`src/csvfs_pkg.sv`:
```
`default_nettype none

package csvfs_pkg;

   // default counter widths
   localparam int DEFAULT_COLUMN_BITS = 8;
   localparam int DEFAULT_ROW_BITS    = 16;

   // byte codes the parser looks for
   localparam logic [7:0] CHAR_END   = 8'h00;
   localparam logic [7:0] CHAR_TAB   = 8'h09;
   localparam logic [7:0] CHAR_LF    = 8'h0A;
   localparam logic [7:0] CHAR_CR    = 8'h0D;
   localparam logic [7:0] CHAR_QUOTE = 8'h22;
   localparam logic [7:0] CHAR_COMMA = 8'h2C;

   // single-bit result flags of one item
   typedef struct packed {
      logic content_valid;
      logic field_done;
      logic record_done;
      logic data_done;
      logic column_mismatch;
      logic quote_mismatch;
      logic syntax_error;
   } rsp_flags_type;

endpackage

`default_nettype wire

```
`src/csvfs_parser.sv`:
```
`default_nettype none

module csvfs_parser #(
   parameter int COLUMN_BITS = csvfs_pkg::DEFAULT_COLUMN_BITS,
   parameter int ROW_BITS    = csvfs_pkg::DEFAULT_ROW_BITS
) (
   input  wire logic                   clock,
   input  wire logic                   reset,
   input  wire logic                   step_en,
   input  wire logic [7:0]             text_byte,
   input  wire logic                   tab_separated,
   output logic                        emit,
   output logic [7:0]                  content_byte,
   output logic [COLUMN_BITS-1:0]      column_index,
   output logic [ROW_BITS-1:0]         row_index,
   output csvfs_pkg::rsp_flags_type    flags
);

   typedef enum logic [2:0] {
      PS_START,
      PS_QUOTED,
      PS_PLAIN,
      PS_AFTER_CR,
      PS_ERROR
   } parse_state_type;

   parse_state_type        parse_state_ff, parse_state_in;
   logic [7:0]             held_byte_ff, held_byte_in;
   logic                   held_valid_ff, held_valid_in;
   logic                   field_quoted_ff, field_quoted_in;
   logic [COLUMN_BITS-1:0] fields_in_record_ff, fields_in_record_in;
   logic [COLUMN_BITS-1:0] first_record_fields_ff, first_record_fields_in;
   logic [ROW_BITS-1:0]    record_counter_ff, record_counter_in;
   logic                   at_record_start_ff, at_record_start_in;

   logic [7:0] sep;
   logic       content;
   logic       end_field;
   logic       end_record;

   // per-item state update and result
   always_comb begin
      sep = tab_separated ? csvfs_pkg::CHAR_TAB : csvfs_pkg::CHAR_COMMA;

      parse_state_in         = parse_state_ff;
      held_byte_in           = held_byte_ff;
      held_valid_in          = held_valid_ff;
      field_quoted_in        = field_quoted_ff;
      fields_in_record_in    = fields_in_record_ff;
      first_record_fields_in = first_record_fields_ff;
      record_counter_in      = record_counter_ff;
      at_record_start_in     = at_record_start_ff;

      flags        = '0;
      content_byte = '0;
      emit         = 1'b0;
      content      = 1'b0;
      end_field    = 1'b0;
      end_record   = 1'b0;
      column_index = fields_in_record_ff;
      row_index    = record_counter_ff;

      if (parse_state_ff == PS_ERROR) begin
         if (text_byte == csvfs_pkg::CHAR_END) begin
            flags.data_done = 1'b1;
            emit            = 1'b1;
         end
      end else if (text_byte == csvfs_pkg::CHAR_END && at_record_start_ff) begin
         // end marker right after a line end: no record closed
         flags.data_done = 1'b1;
         emit            = 1'b1;
      end else begin
         at_record_start_in = 1'b0;
         case (parse_state_ff)
            PS_QUOTED: begin
               if (text_byte == csvfs_pkg::CHAR_QUOTE) begin
                  parse_state_in = PS_PLAIN;
                  content        = 1'b1;
               end else if (text_byte == csvfs_pkg::CHAR_END) begin
                  parse_state_in  = PS_ERROR;
                  flags.data_done = 1'b1;
                  emit            = 1'b1;
               end else begin
                  content = 1'b1;
               end
            end
            PS_AFTER_CR: begin
               if (text_byte == csvfs_pkg::CHAR_LF) begin
                  end_field  = 1'b1;
                  end_record = 1'b1;
               end else begin
                  // bare CR
                  parse_state_in  = PS_ERROR;
                  emit            = 1'b1;
                  flags.data_done = (text_byte == csvfs_pkg::CHAR_END);
               end
            end
            default: begin
               if (text_byte == sep) begin
                  end_field = 1'b1;
               end else if (text_byte == csvfs_pkg::CHAR_CR) begin
                  parse_state_in = PS_AFTER_CR;
               end else if (text_byte == csvfs_pkg::CHAR_LF) begin
                  end_field  = 1'b1;
                  end_record = 1'b1;
               end else if (text_byte == csvfs_pkg::CHAR_END) begin
                  end_field       = 1'b1;
                  end_record      = 1'b1;
                  flags.data_done = 1'b1;
               end else if (parse_state_ff == PS_START &&
                            text_byte == csvfs_pkg::CHAR_QUOTE) begin
                  parse_state_in  = PS_QUOTED;
                  field_quoted_in = !tab_separated;
                  content         = tab_separated;
               end else begin
                  parse_state_in = PS_PLAIN;
                  content        = 1'b1;
               end
            end
         endcase
      end

      // content byte, through the one-byte hold for stripped quoted fields
      if (content) begin
         if (field_quoted_in) begin
            if (held_valid_ff) begin
               content_byte        = held_byte_ff;
               flags.content_valid = 1'b1;
               emit                = 1'b1;
            end
            held_byte_in  = text_byte;
            held_valid_in = 1'b1;
         end else begin
            content_byte        = text_byte;
            flags.content_valid = 1'b1;
            emit                = 1'b1;
         end
      end

      // field end
      if (end_field) begin
         flags.field_done = 1'b1;
         emit             = 1'b1;
         if (field_quoted_ff) begin
            flags.quote_mismatch = !(held_valid_ff &&
                                     held_byte_ff == csvfs_pkg::CHAR_QUOTE);
         end
         held_byte_in    = '0;
         held_valid_in   = 1'b0;
         field_quoted_in = 1'b0;
         parse_state_in  = PS_START;
         if (fields_in_record_ff != '1) begin
            fields_in_record_in = fields_in_record_ff + 1'b1;
         end
      end

      // record end: compare the field count against the first record
      if (end_record) begin
         flags.record_done = 1'b1;
         if (record_counter_ff == '0) begin
            first_record_fields_in = fields_in_record_in;
         end else begin
            flags.column_mismatch = (fields_in_record_in != first_record_fields_ff);
         end
         if (record_counter_ff != '1) begin
            record_counter_in = record_counter_ff + 1'b1;
         end
         fields_in_record_in = '0;
         at_record_start_in  = 1'b1;
      end

      flags.syntax_error = (parse_state_in == PS_ERROR);

      // end of data starts a fresh stream
      if (flags.data_done) begin
         parse_state_in         = PS_START;
         held_byte_in           = '0;
         held_valid_in          = 1'b0;
         field_quoted_in        = 1'b0;
         fields_in_record_in    = '0;
         first_record_fields_in = '0;
         record_counter_in      = '0;
         at_record_start_in     = 1'b0;
      end
   end

   // stream state
   always_ff @(posedge clock) begin
      if (reset) begin
         parse_state_ff         <= PS_START;
         held_byte_ff           <= '0;
         held_valid_ff          <= 1'b0;
         field_quoted_ff        <= 1'b0;
         fields_in_record_ff    <= '0;
         first_record_fields_ff <= '0;
         record_counter_ff      <= '0;
         at_record_start_ff     <= 1'b0;
      end else if (step_en) begin
         parse_state_ff         <= parse_state_in;
         held_byte_ff           <= held_byte_in;
         held_valid_ff          <= held_valid_in;
         field_quoted_ff        <= field_quoted_in;
         fields_in_record_ff    <= fields_in_record_in;
         first_record_fields_ff <= first_record_fields_in;
         record_counter_ff      <= record_counter_in;
         at_record_start_ff     <= at_record_start_in;
      end
   end

endmodule

`default_nettype wire

```
`src/csv_field_splitter.sv`:
```
// CSV field splitter.
// Input channel (req_): one text byte per item, byte 0 marks end of data.
// Result channel (rsp_): zero or one result per input item carrying a
// content byte and/or field, record and end-of-data marks with column and
// row indices and error flags. Items that produce nothing (a CR, or the
// opening quote of a stripped quoted field) give no result.
// Configuration: csr_wr_en writes csr_wr_data into tab_separated; write it
// only while the block is idle.
// Path: an accepted item goes into the input register, and the parse logic
// writes its result into the result register that drives the rsp_ ports.
// Throughput: one item per cycle unless rsp_stall holds a result.
// Stall: while rsp_stall holds a result, one more item is taken into the
// input register; req_stall then rises until the result is taken.
// Reset: synchronous, clears the pipeline valids, the parse state and the
// counters, and sets tab_separated to 0 (comma mode). No clearing pass.
`default_nettype none

module csv_field_splitter #(
   parameter int COLUMN_BITS = csvfs_pkg::DEFAULT_COLUMN_BITS,
   parameter int ROW_BITS    = csvfs_pkg::DEFAULT_ROW_BITS
) (
   input  wire logic                   clock,
   input  wire logic                   reset,
   input  wire logic                   csr_wr_en,
   input  wire logic                   csr_wr_data,
   input  wire logic                   req_valid,
   output logic                        req_stall,
   input  wire logic [7:0]             req_text_byte,
   output logic                        rsp_valid,
   input  wire logic                   rsp_stall,
   output logic [7:0]                  rsp_content_byte,
   output logic                        rsp_content_valid,
   output logic                        rsp_field_done,
   output logic                        rsp_record_done,
   output logic                        rsp_data_done,
   output logic [COLUMN_BITS-1:0]      rsp_column_index,
   output logic [ROW_BITS-1:0]         rsp_row_index,
   output logic                        rsp_column_mismatch,
   output logic                        rsp_quote_mismatch,
   output logic                        rsp_syntax_error
);

   logic                     tab_separated_ff;
   logic                     in_valid_ff, in_valid_in;
   logic [7:0]               in_byte_ff;
   logic                     rsp_valid_ff, rsp_valid_in;
   logic [7:0]               rsp_byte_ff;
   logic [COLUMN_BITS-1:0]   rsp_column_ff;
   logic [ROW_BITS-1:0]      rsp_row_ff;
   csvfs_pkg::rsp_flags_type rsp_flags_ff;

   logic                     out_free;
   logic                     step_en;
   logic                     req_accept;
   logic                     emit;
   logic [7:0]               step_byte;
   logic [COLUMN_BITS-1:0]   step_column;
   logic [ROW_BITS-1:0]      step_row;
   csvfs_pkg::rsp_flags_type step_flags;

   // handshake control
   assign out_free   = !rsp_valid_ff || !rsp_stall;
   assign step_en    = in_valid_ff && out_free;
   assign req_stall  = in_valid_ff && !out_free;
   assign req_accept = req_valid && !req_stall;

   always_comb begin
      in_valid_in = in_valid_ff;
      if (req_accept) begin
         in_valid_in = 1'b1;
      end else if (out_free) begin
         in_valid_in = 1'b0;
      end
      rsp_valid_in = rsp_valid_ff;
      if (out_free) begin
         rsp_valid_in = step_en && emit;
      end
   end

   csvfs_parser #(
      .COLUMN_BITS (COLUMN_BITS),
      .ROW_BITS    (ROW_BITS)
   ) u_parser (
      .clock         (clock),
      .reset         (reset),
      .step_en       (step_en),
      .text_byte     (in_byte_ff),
      .tab_separated (tab_separated_ff),
      .emit          (emit),
      .content_byte  (step_byte),
      .column_index  (step_column),
      .row_index     (step_row),
      .flags         (step_flags)
   );

   // control registers
   always_ff @(posedge clock) begin
      if (reset) begin
         tab_separated_ff <= 1'b0;
         in_valid_ff      <= 1'b0;
         rsp_valid_ff     <= 1'b0;
      end else begin
         if (csr_wr_en) begin
            tab_separated_ff <= csr_wr_data;
         end
         in_valid_ff  <= in_valid_in;
         rsp_valid_ff <= rsp_valid_in;
      end
   end

   // payload registers
   always_ff @(posedge clock) begin
      if (req_accept) begin
         in_byte_ff <= req_text_byte;
      end
      if (step_en && emit) begin
         rsp_byte_ff   <= step_byte;
         rsp_column_ff <= step_column;
         rsp_row_ff    <= step_row;
         rsp_flags_ff  <= step_flags;
      end
   end

   assign rsp_valid           = rsp_valid_ff;
   assign rsp_content_byte    = rsp_byte_ff;
   assign rsp_content_valid   = rsp_flags_ff.content_valid;
   assign rsp_field_done      = rsp_flags_ff.field_done;
   assign rsp_record_done     = rsp_flags_ff.record_done;
   assign rsp_data_done       = rsp_flags_ff.data_done;
   assign rsp_column_index    = rsp_column_ff;
   assign rsp_row_index       = rsp_row_ff;
   assign rsp_column_mismatch = rsp_flags_ff.column_mismatch;
   assign rsp_quote_mismatch  = rsp_flags_ff.quote_mismatch;
   assign rsp_syntax_error    = rsp_flags_ff.syntax_error;

endmodule

`default_nettype wire

```
`config.mk`:
```
export PLATFORM = sky130hd
export DESIGN_NAME = csv_field_splitter
export DESIGN_NICKNAME = d
export VERILOG_FILES = /design/src/csvfs_pkg.sv /design/src/csvfs_parser.sv /design/src/csv_field_splitter.sv
export SDC_FILE = /design/constraint.sdc
export NUM_CORES = 1
export LEC_CHECK = 0
export ABC_AREA = 1
export BUFFER_PORTS_ARGS = -buffer_cell sky130_fd_sc_hd__buf_2
export CORE_MARGIN = 3
export CORE_UTILIZATION = 29
export CTS_CLUSTER_DIAMETER = 120
export CTS_CLUSTER_SIZE = 16
export DETAILED_ROUTE_END_ITERATION = 6
export PLACE_DENSITY = 0.5
export SLEW_MARGIN = 25
export SYNTH_ARGS = -nofsm -noshare
export SYNTH_HDL_FRONTEND = slang
export SYNTH_SLANG_ARGS = --single-unit
export TNS_END_PERCENT = 5
```
`constraint.sdc`:
```
create_clock -name clock -period 8.6 [get_ports clock]
set_input_delay 0.86 -clock clock [delete_from_list [all_inputs] [get_ports clock]]
set_output_delay 0.86 -clock clock [all_outputs]
set_load 0.01 [all_outputs]
```
==> results.md, run 1 <==
- Crit path max fanout: 27
- WL/cell: 13.1 microns
- GRT Total Usage: 13.1%
- I/O pins: 55
- DR DRC count: 0
- TritonRoute pass-1 iters: 5
- Starting Density: 30.3%
- CTS tree: done
- PD cells: around 180 nW/um^2
- Worst Clk Skew: around 8 ps
- Wirelength, routed: 11.2 mm
- Antenna violations before repair: 0
- Clock tree buffer depth: 2
- Post-CTS Setup Inserts: 0
- Vias per cell: 4.72
- Synth Warn #: 0
- Startpoint types: register
- Final setup margin: about 5500 ps
- Die area: 17700 sq um
- Sequential share of power: 51.7%
- Initial drt markers: around 300
- Max Transition Viols Final: 0
- Max Freq: about 0.32 GHz
- H-Tree Depth: 3
- Worst VDD drop: 0.0883 mV
- Syn Inst Count: 577
- GP Congestion: 0.901
- Vias in the first global route: 3832
- Post-synth cell types: 34
- Final nets: 650
- Leakage power: 2.24 nW
- Min cycle time layout: slightly above 3000 ps
- Switch share: 21.3%
- Buffers on Ports: between 50 and 60
- Fin crit share: 35.9%
- Antenna cell count: 0
- Global-route wire length before repair: 18.7 mm
- Slew HR: 48.5%
- Post-Layout Inst Area: 5480 sq um
- Layout cells sized above 1: 15.7%
- Pint: 0.000757 W
- RSZ-0062 raised after global routing: false
- Worst Hold Class: register to register
- TritonCTS Sinks: 96
- # hold bufs at CTS: 0
- Final core utilization: between 30% and 40%
- Mapped cell area: 4690 sq um
- Worst Setup End Kind: register
- TNS Setup: 0 ps
- Die width: between 100 and 150 microns
- CORE AREA: 15500 sq um
- Post-DRT Antenna Nets: 0
- Clk Latency, worst-skew pair: 350 ps
- Max cap viols: 0
- Syn nets: 594
- Clk slew on worst S/H paths: approximately 70 ps
- Total CTS buffers: 9
- CP Class: register to register
- Via count: 4007
- #FFs+latches synth: 96
- Critical path arrival: 3110 ps
- Std-Cell Rows: 45
- Worst path required time: 8620 ps
- Part of the power in the clock network: 43.4%
- Post-CTS resize count: 0
- Outcome: complete, no violations
- Logic pwr share: 5.0%
- Place WS: 5400 ps
- Commonest non-fill, non-tap cell in the layout: nand2_1
- Root Buffer: clkbuf_16
- Most frequent cells in the layout: nand2_1 (160), inv_1 (72), a21oi_1 (60)
- Area growth from synthesis to layout: 17.0%
- Synth Area per Inst: 8.12 sq um
- Post-DP Area: 5170 sq um
- Detailed placement HPWL: 8.24 mm
- Final setup fails: 0
- Final Hold Vio Count: 0
- Switching Power: 0.000205 W
- Hold_ws: 469 ps
- Seq/Total Area, Yosys: 51.0%
- Die Y: 133 microns
- Worst-Margin Slew: between 700 and 800 ps
- Overflow left after global routing: 0
- Largest net degree at the start of global routing: 40
## sequential cells by signal (all words and copies together) (netlist names), 3 cells and up
name                             count
u_parser.first_record_fields_ff      8
u_parser.column_index                8
rsp_row_index                       16
u_parser.parse_state_ff              3
u_parser.row_index                  16
rsp_column_index                     8
in_byte_ff                           8
u_parser.held_byte_ff                8
rsp_content_byte                     8
## Yosys cell counts, drive strengths merged
library cell / number / area [sq um]
a211oi: 2 / 15.0
a21oi: 61 / 317
and3: 1 / 6.26
buf: 4 / 37.5
clkbuf: 6 / 22.5
dfxtp: 49 / 981
edfxtp: 47 / 1410
ha: 3 / 37.5
inv: 76 / 288
nand2: 174 / 698
nand2b: 1 / 6.26
nand3: 51 / 285
nand3b: 2 / 15.0
nand4: 6 / 37.5
nor2: 53 / 275
nor3: 7 / 35.0
nor4: 5 / 31.3
o2111ai: 1 / 8.76
o21a: 1 / 7.51
o21ai: 14 / 70.1
o22ai: 5 / 31.3
xor2: 8 / 70.1
## stage by stage
step / cells / total power, W
CTS: 849 / 0.000979
floorplan: 577 / 0.000535
global route: 849 / 0.00100
detailed placement: 833 / 0.000556
global placement: 833 / 0.000555
finish: 849 / 0.000962
## final cells by class
class,count,area [sq um]
Fill cell,1610,10000
Sequential cell,96,2390
Inverter,76,288
Clock inverter,2,37.5
Clock buffer,14,275
Timing Repair Buffer,55,278
Tap cell,211,264
Multi-Input combinational cell,395,1950
## routing by layer
layer	global-route usage [%]	part of all wire, %	routed length, microns	vias to the layer above
met5	0	0	0	-
met4	5.71	2.1	238	0
met3	3.06	5.1	572	13
met2	20.1	45	5040	107
met1	17.6	48	5320	1883
li1	-	-	-	2004
## cells by family after synthesis
family,Yosys count,synth area share [%]
XOR/XNOR,8,1.49
buffers and inverters,86,7.42
flip-flops,96,51.0
AO/OA/AOI/OAI,84,9.58
AND/OR/NAND/NOR,300,29.7
adder cells (fa/ha/maj),3,0.801
## worst max-delay path, stage by stage (launching register included)
cell and delay, ps:
edfxtp_1 470, inv_2 100, nand2_1 50, nor2_1 170
nand2_1 90, nor2_2 150, nand2_1 140, o21ai_1 340
o21ai_0 190, nand2_1 90, nand2_1 100, inv_1 430
buf_4 420
## worst paths after layout
kind	start	to	slack [ps]	cells past startpoint
min reg2reg	u_parser.held_byte_ff[0]$_SDFFE_PP0P_	u_parser.held_byte_ff[0]$_SDFFE_PP0P_	470	2
max reg2reg	in_byte_ff[0]$_DFFE_PP_	rsp_row_index[10]$_DFFE_PP_	5510	12
max	in_byte_ff[0]$_DFFE_PP_	rsp_row_index[10]$_DFFE_PP_	5510	12
min	u_parser.held_byte_ff[0]$_SDFFE_PP0P_	u_parser.held_byte_ff[0]$_SDFFE_PP0P_	470	2
## power groups by stage
stage	combinational [W]	sequential (W)	clock [W]
after floorplan	0.0000245	0.000511	0
after global placement	0.0000482	0.000507	0
after detailed placement	0.0000485	0.000507	0
after CTS	0.0000487	0.000497	0.000433
after global routing	0.0000538	0.000498	0.000449
final	0.0000477	0.000497	0.000418
(Power assumes the default switching activity.)
==> inputs of run 2 (changes only) <==
==> constraint.sdc (replaced) <==
create_clock -name clock -period 2.9 [get_ports clock]
set_input_delay 0.29 -clock clock [delete_from_list [all_inputs] [get_ports clock]]
set_output_delay 0.29 -clock clock [all_outputs]
set_load 0.01 [all_outputs]
==> run 2 against run 1 <==
Against the previous run:
- cell count rose by 0.71%
- critical path depth rose by 1
- die area did not move
- power rose to 3.0 times the previous value
- clock power rose to 3.0 times the previous value
- sequential share of layout area fell by 0.46 points
==> results.md, run 2 (synthesis results as in run 1) <==
- Via count: 3947 (was 4007)
- Switch share: 23.7% (was 21.3%)
- Die area: 17700 sq um (unchanged)
- PD cells: 519 nW/um^2 (was 176 nW/um^2)
- Final Hold Vio Count: 0 (unchanged)
- Worst Setup End Kind: register (unchanged)
- Post-CTS Setup Inserts: 0 (unchanged)
- Std-Cell Rows: 45 (unchanged)
- Critical path arrival: 2590 ps (was 3110 ps)
- Startpoint types: register (unchanged)
- Worst VDD drop: 0.280 mV (was 0.0883 mV)
- Switching Power: 0.000682 W (was 0.000205 W)
- Starting Density: 30.3% (unchanged)
- Hold Crit Depth: 1 (was 2)
- Vias in the first global route: 3768 (was 3832)
- Fin crit share: 85.6% (was 35.9%)
- Slew HR: 67.1% (was 48.5%)
- Worst reg2reg path endpoint: rsp_column_index[4]$_DFFE_PP_ (was rsp_row_index[10]$_DFFE_PP_)
- Initial drt markers: 243 (was 298)
- Post-CTS resize count: 0 (unchanged)
- Area growth from synthesis to layout: 18.2% (was 17.0%)
- I/O pins: 55 (unchanged)
- Clk slew on worst S/H paths: 80 ps (was 70 ps)
- # fillers: 1602 (was 1610)
- Hold_sp: req_text_byte[3] (was u_parser.held_byte_ff[0]$_SDFFE_PP0P_)
- TritonRoute pass-1 iters: 5 (unchanged)
- GRT Total Usage: 13.0% (was 13.1%)
- Worst-Margin Slew: 492 ps (was 770 ps)
- Max cap viols: 0 (unchanged)
- Placed Cells: 839 (was 833)
- Final setup fails: 0 (unchanged)
- Buffers on Ports: 54 (unchanged)
- # hold bufs at CTS: 0 (unchanged)
- WL/cell: 13.2 microns (was 13.1 microns)
- Clk Latency, worst-skew pair: 360 ps (was 350 ps)
- Final core utilization: 35.8% (was 35.4%)
- Part of the power in the clock network: 43.5% (was 43.4%)
- Worst Hold Class: input pin to register (was register to register)
- Detailed placement HPWL: 8.17 mm (was 8.24 mm)
- Root Buffer: clkbuf_16 (unchanged)
- Sequential share of power: 51.3% (was 51.7%)
- Worst r2r path cells: 13 (was 12)
- Register area: 2390 sq um (unchanged)
- Area taken by multi-input logic gates: 1950 sq um (unchanged)
- Pint: 0.00219 W (was 0.000757 W)
- Global-route wire length before repair: 18.6 mm (was 18.7 mm)
- Die width: 133 microns (unchanged)
- Total CTS buffers: 9 (unchanged)
- CTS tree: done (unchanged)
- Worst Clk Skew: 11.6 ps (was 8.13 ps)
- Max Transition Viols Final: 0 (unchanged)
- H-Tree Depth: 3 (unchanged)
- Leakage power: 2.27 nW (was 2.24 nW)
- Crit path max fanout: 12 (was 27)
- Commonest non-fill, non-tap cell in the layout: nand2_1 (unchanged)
- Vias per cell: 4.62 (was 4.72)
- Max Freq: 0.403 GHz (was 0.324 GHz)
- CP Class: register to register (unchanged)
- CORE AREA: 15500 sq um (unchanged)
- Antenna violations before repair: 0 (unchanged)
- Largest net degree at the start of global routing: 39 (was 40)
- Most frequent cells in the layout: nand2_1 (160), inv_1 (72), a21oi_1 (60) (unchanged)
- Wirelength, routed: 11.2 mm (about the same)
- Die Y: 133 microns (unchanged)
- Worst R2R Setup Slack: 420 ps (was 5510 ps)
- Logic pwr share: 5.2% (was 5.0%)
- Min cycle time layout: 2480 ps (was 3090 ps)
- TritonCTS Sinks: 96 (unchanged)
- DR DRC count: 0 (unchanged)
- Worst Hold End: in_byte_ff[3]$_DFFE_PP_ (was u_parser.held_byte_ff[0]$_SDFFE_PP0P_)
- Overflow left after global routing: 0 (unchanged)
- Outcome: complete, no violations (unchanged)
- Non-Filler Instances: 855 (was 849)
- Final nets: 656 (was 650)
- Worst path required time: 3010 ps (was 8620 ps)
- Reg-to-Reg Start: in_byte_ff[7]$_DFFE_PP_ (was in_byte_ff[0]$_DFFE_PP_)
- Antenna cell count: 0 (unchanged)
- RSZ-0062 raised after global routing: false (unchanged)
- Clock tree buffer depth: 2 (unchanged)
- GP Congestion: 0.889 (was 0.901)
- Post-DRT Antenna Nets: 0 (unchanged)
- TNS Setup: 0 ps (unchanged)
- Layout cells sized above 1: 16.9% (was 15.7%)
==> run 2: cell count changes in the layout (fill, tap and decap cells not counted), sizes merged <==
cell,delta
buf,+6
clkbuf,-5
inv,+3
clkinv,+2
==> run 2: per-stage QoR <==
step	total power, W	hold WS (ps)	setup slack [ps]	instance area, sq um
detailed placement	0.00166	458	448	5230
floorplan	0.00159	389	195	4690
CTS	0.00291	88.6	430	5540
global route	0.00297	88.9	263	5540
global placement	0.00165	453	523	5230
finish	0.00287	103	418	5540
==> run 2: final cells by class <==
| type | count | area share, % |
|---|---|---|
| clock inverter | 7 | 1.60 |
| clock buffer | 9 | 4.07 |
| timing repair buffer | 61 | 6.05 |
| inverter | 76 | 5.19 |
| sequential | 96 | 43.2 |
| tap | 211 | 4.77 |
| multi-input combinational | 395 | 35.1 |
==> run 2: layer usage <==
layer	routed length, microns	share of wire (%)	up-vias	GRT usage, %
li1	-	-	2015	-
met1	5390	48	1813	17.5
met2	5110	45	103	20.3
met3	483	4.3	16	2.30
met4	262	2.3	0	6.29
met5	0	0	-	0
==> run 2: power groups by stage <==
stage / clock, W / combinational (W) / sequential (W)
after CTS: 0.00129 / 0.000153 / 0.00147
final: 0.00125 / 0.000151 / 0.00147
after global placement: 0 / 0.000152 / 0.00150
after floorplan: 0 / 0.0000726 / 0.00151
after detailed placement: 0 / 0.000152 / 0.00150
after global routing: 0.00133 / 0.000169 / 0.00148
==> run 2: worst max path at each step <==
stage	slack [ps]	cells past startpoint	startpoint	end
floorplan	200	12	in_byte_ff[7]$_DFFE_PP_	rsp_column_index[0]$_DFFE_PP_
global placement	520	13	in_byte_ff[7]$_DFFE_PP_	rsp_column_index[2]$_DFFE_PP_
detailed placement	450	13	in_byte_ff[7]$_DFFE_PP_	rsp_column_index[0]$_DFFE_PP_
CTS	430	13	in_byte_ff[7]$_DFFE_PP_	rsp_column_index[4]$_DFFE_PP_
global route	260	13	in_byte_ff[7]$_DFFE_PP_	rsp_syntax_error$_DFFE_PP_
finish	420	13	in_byte_ff[7]$_DFFE_PP_	rsp_column_index[4]$_DFFE_PP_
==> run 2: critical path: stages (launching register included) <==
cell	delay [ps]
edfxtp_1	430
nor2_2	190
nand2_2	110
nor2_4	260
nand2_2	130
nand2_2	170
a21oi_1	80
nand3_2	180
inv_1	90
o21ai_0	110
nand2_1	70
nand2_1	90
inv_1	90
buf_4	200
==> inputs of run 3 (changes only) <==
==> constraint.sdc (replaced) <==
create_clock -name clock -period 2.3 [get_ports clock]
set_input_delay 0.23 -clock clock [delete_from_list [all_inputs] [get_ports clock]]
set_output_delay 0.23 -clock clock [all_outputs]
set_load 0.01 [all_outputs]
==> run 3 against run 2 <==
Against the previous run:
- sequential power rose by 27%
- combinational power is 36% higher
- register-to-register slack lost 330 ps
- core utilization grew 1.4 points
==> results.md, run 3 (synthesis results as in run 1) <==
- Critical path arrival: 2310 ps (was 2590 ps)
- Clk slew on worst S/H paths: 70 ps (was 80 ps)
- Die Y: 133 microns (unchanged)
- CORE AREA: 15500 sq um (unchanged)
- Worst VDD drop: 0.345 mV (was 0.280 mV)
- Clock tree buffer depth: 2 (unchanged)
- Vias in the first global route: 3745 (was 3768)
- GRT Total Usage: 12.8% (was 13.0%)
- Antenna violations before repair: 0 (unchanged)
- Worst-Margin Slew: 639 ps (was 492 ps)
- Worst Setup End Kind: register (unchanged)
- WL/cell: 13.0 microns (was 13.2 microns)
- Hold_ws: 47.5 ps (was 103 ps)
- Outcome: complete, no violations (unchanged)
- Std-Cell Rows: 45 (unchanged)
- Commonest non-fill, non-tap cell in the layout: nand2_1 (unchanged)
- Post-DP Area: 5340 sq um (was 5230 sq um)
- H-Tree Depth: 3 (unchanged)
- Switching Power: 0.000863 W (was 0.000682 W)
- Pint: 0.00277 W (was 0.00219 W)
- Sequential share of power: 51.1% (was 51.3%)
- Max cap viols: 0 (unchanged)
- CTS tree: done (unchanged)
- CP Class: register to register (unchanged)
- Wirelength, routed: 11.3 mm (was 11.2 mm)
- PD cells: 632 nW/um^2 (was 519 nW/um^2)
- TritonCTS Sinks: 96 (unchanged)
- Final nets: 669 (was 656)
- Die width: 133 microns (unchanged)
- Switch share: 23.7% (about the same)
- Final setup fails: 0 (unchanged)
- Final Hold Vio Count: 0 (unchanged)
- Starting Density: 30.3% (unchanged)
- Overflow left after global routing: 0 (unchanged)
- Max Transition Viols Final: 0 (unchanged)
- Detailed placement HPWL: 8.23 mm (was 8.17 mm)
- Final setup margin: 90.1 ps (was 418 ps)
- Worst path required time: 2400 ps (was 3010 ps)
- Area growth from synthesis to layout: 22.9% (was 18.2%)
- Root Buffer: clkbuf_16 (unchanged)
- Max Freq: 0.453 GHz (was 0.403 GHz)
- # fillers: 1576 (was 1602)
- Largest net degree at the start of global routing: 39 (unchanged)
- Vias per cell: 4.66 (was 4.62)
- RSZ-0062 raised after global routing: true (was false)
- Clk Latency, worst-skew pair: 350 ps (was 360 ps)
- Final core utilization: 37.2% (was 35.8%)
- Most frequent cells in the layout: nand2_1 (153), inv_1 (65), a21oi_1 (57) (was nand2_1 (160), inv_1 (72), a21oi_1 (60))
- Layout cells sized above 1: 22.4% (was 16.9%)
- DR DRC count: 0 (unchanged)
- Leakage power: 2.34 nW (was 2.27 nW)
- Die area: 17700 sq um (unchanged)
- Post-DRT Antenna Nets: 0 (unchanged)
- Slew HR: 57.4% (was 67.1%)
- Fin crit share: 96.1% (was 85.6%)
- Worst Hold Class: input pin to register (unchanged)
- TritonRoute pass-1 iters: 5 (unchanged)
- Initial drt markers: 283 (was 243)
- Post-Layout Inst Area: 5760 sq um (was 5540 sq um)
- Part of the power in the clock network: 43.2% (was 43.5%)
- I/O pins: 55 (unchanged)
- Buffers on Ports: 54 (unchanged)
- Crit path max fanout: 9 (was 12)
- Via count: 4041 (was 3947)
- Place WS: 52.5 ps (was 448 ps)
- Total power draw: 0.00364 W (was 0.00287 W)
- Min cycle time layout: 2210 ps (was 2480 ps)
- Worst Clk Skew: 11.5 ps (was 11.6 ps)
- GP Congestion: 0.937 (was 0.889)
- Logic pwr share: 5.7% (was 5.2%)
- Startpoint types: register (unchanged)
- Antenna cell count: 0 (unchanged)
- Global-route wire length before repair: 18.5 mm (was 18.6 mm)
- Total CTS buffers: 9 (unchanged)
-- run 3: critical path, cell delays in order, from the launching register on --
cell      delay [ps]
edfxtp_1         480
nor2_2           130
nand2_2           90
nor2_4           180
buf_12           160
nor2_8            50
nand3_4          130
buf_6            140
nand3_1          100
nand2_1          100
nand2_1           50
nand2_1           50
nand2_1           60
nor2_2           120
a21oi_1           90
-- run 3: metal layers --
| layer | vias to the layer above | global-route usage (%) | routed length, microns | share of wire (%) |
|---|---|---|---|---|
| met2 | 83 | 20.4 | 5170 | 46 |
| met1 | 1897 | 17.3 | 5510 | 49 |
| met4 | 0 | 4.91 | 183 | 1.6 |
| li1 | 2050 | - | - | - |
| met3 | 11 | 2.38 | 424 | 3.8 |
| met5 | - | 0 | 0 | 0 |
-- run 3: layout make-up --
cell class / instances / area [sq um] / area share [%]
well taps: 211 / 264 / 4.58
clock inverters: 7 / 85.1 / 1.48
inverters: 76 / 294 / 5.11
clock buffers: 9 / 225 / 3.91
multi-input cells: 395 / 2040 / 35.4
repair buffers: 74 / 457 / 7.93
flip-flops and latches: 96 / 2390 / 41.5
-- run 3: path summary, 6_finish.rpt --
path                                      endpoint  slack, ps                                  start  cells after the start
max              rsp_column_mismatch$_SDFFCE_PP0P_         90                in_byte_ff[5]$_DFFE_PP_                     14
min                        in_byte_ff[0]$_DFFE_PP_         50                       req_text_byte[0]                      1
max reg2reg      rsp_column_mismatch$_SDFFCE_PP0P_         90                in_byte_ff[5]$_DFFE_PP_                     14
min reg2reg  u_parser.held_byte_ff[2]$_SDFFE_PP0P_        470  u_parser.held_byte_ff[2]$_SDFFE_PP0P_                      2
-- run 3: per-stage QoR --
step / std cells / setup TNS, ps
2_1_floorplan: 577 / -4340
5_1_grt: 868 / -1950
3_5_place_dp: 847 / 0
4_1_cts: 863 / 0
6_report: 868 / 0
3_3_place_gp: 847 / 0
-- run 3: timing repair --
| action | in CTS | in global routing |
|---|---|---|
| gates resized for setup | 0 | 24 |
| setup buffers | 0 | 5 |
| endpoints found under the hold margin | 0 | 0 |
| hold buffers | 0 | 0 |
| setup endpoints to repair | 0 | 62 |
-- run 3: power groups by stage --
| stage | registers (W) | clock network, W | logic (W) |
|---|---|---|---|
| global placement | 0.00190 | 0 | 0.000197 |
| finish | 0.00186 | 0.00157 | 0.000206 |
| floorplan | 0.00191 | 0 | 0.0000943 |
| global route | 0.00186 | 0.00167 | 0.000229 |
| CTS | 0.00186 | 0.00161 | 0.000197 |
| detailed placement | 0.00190 | 0 | 0.000196 |
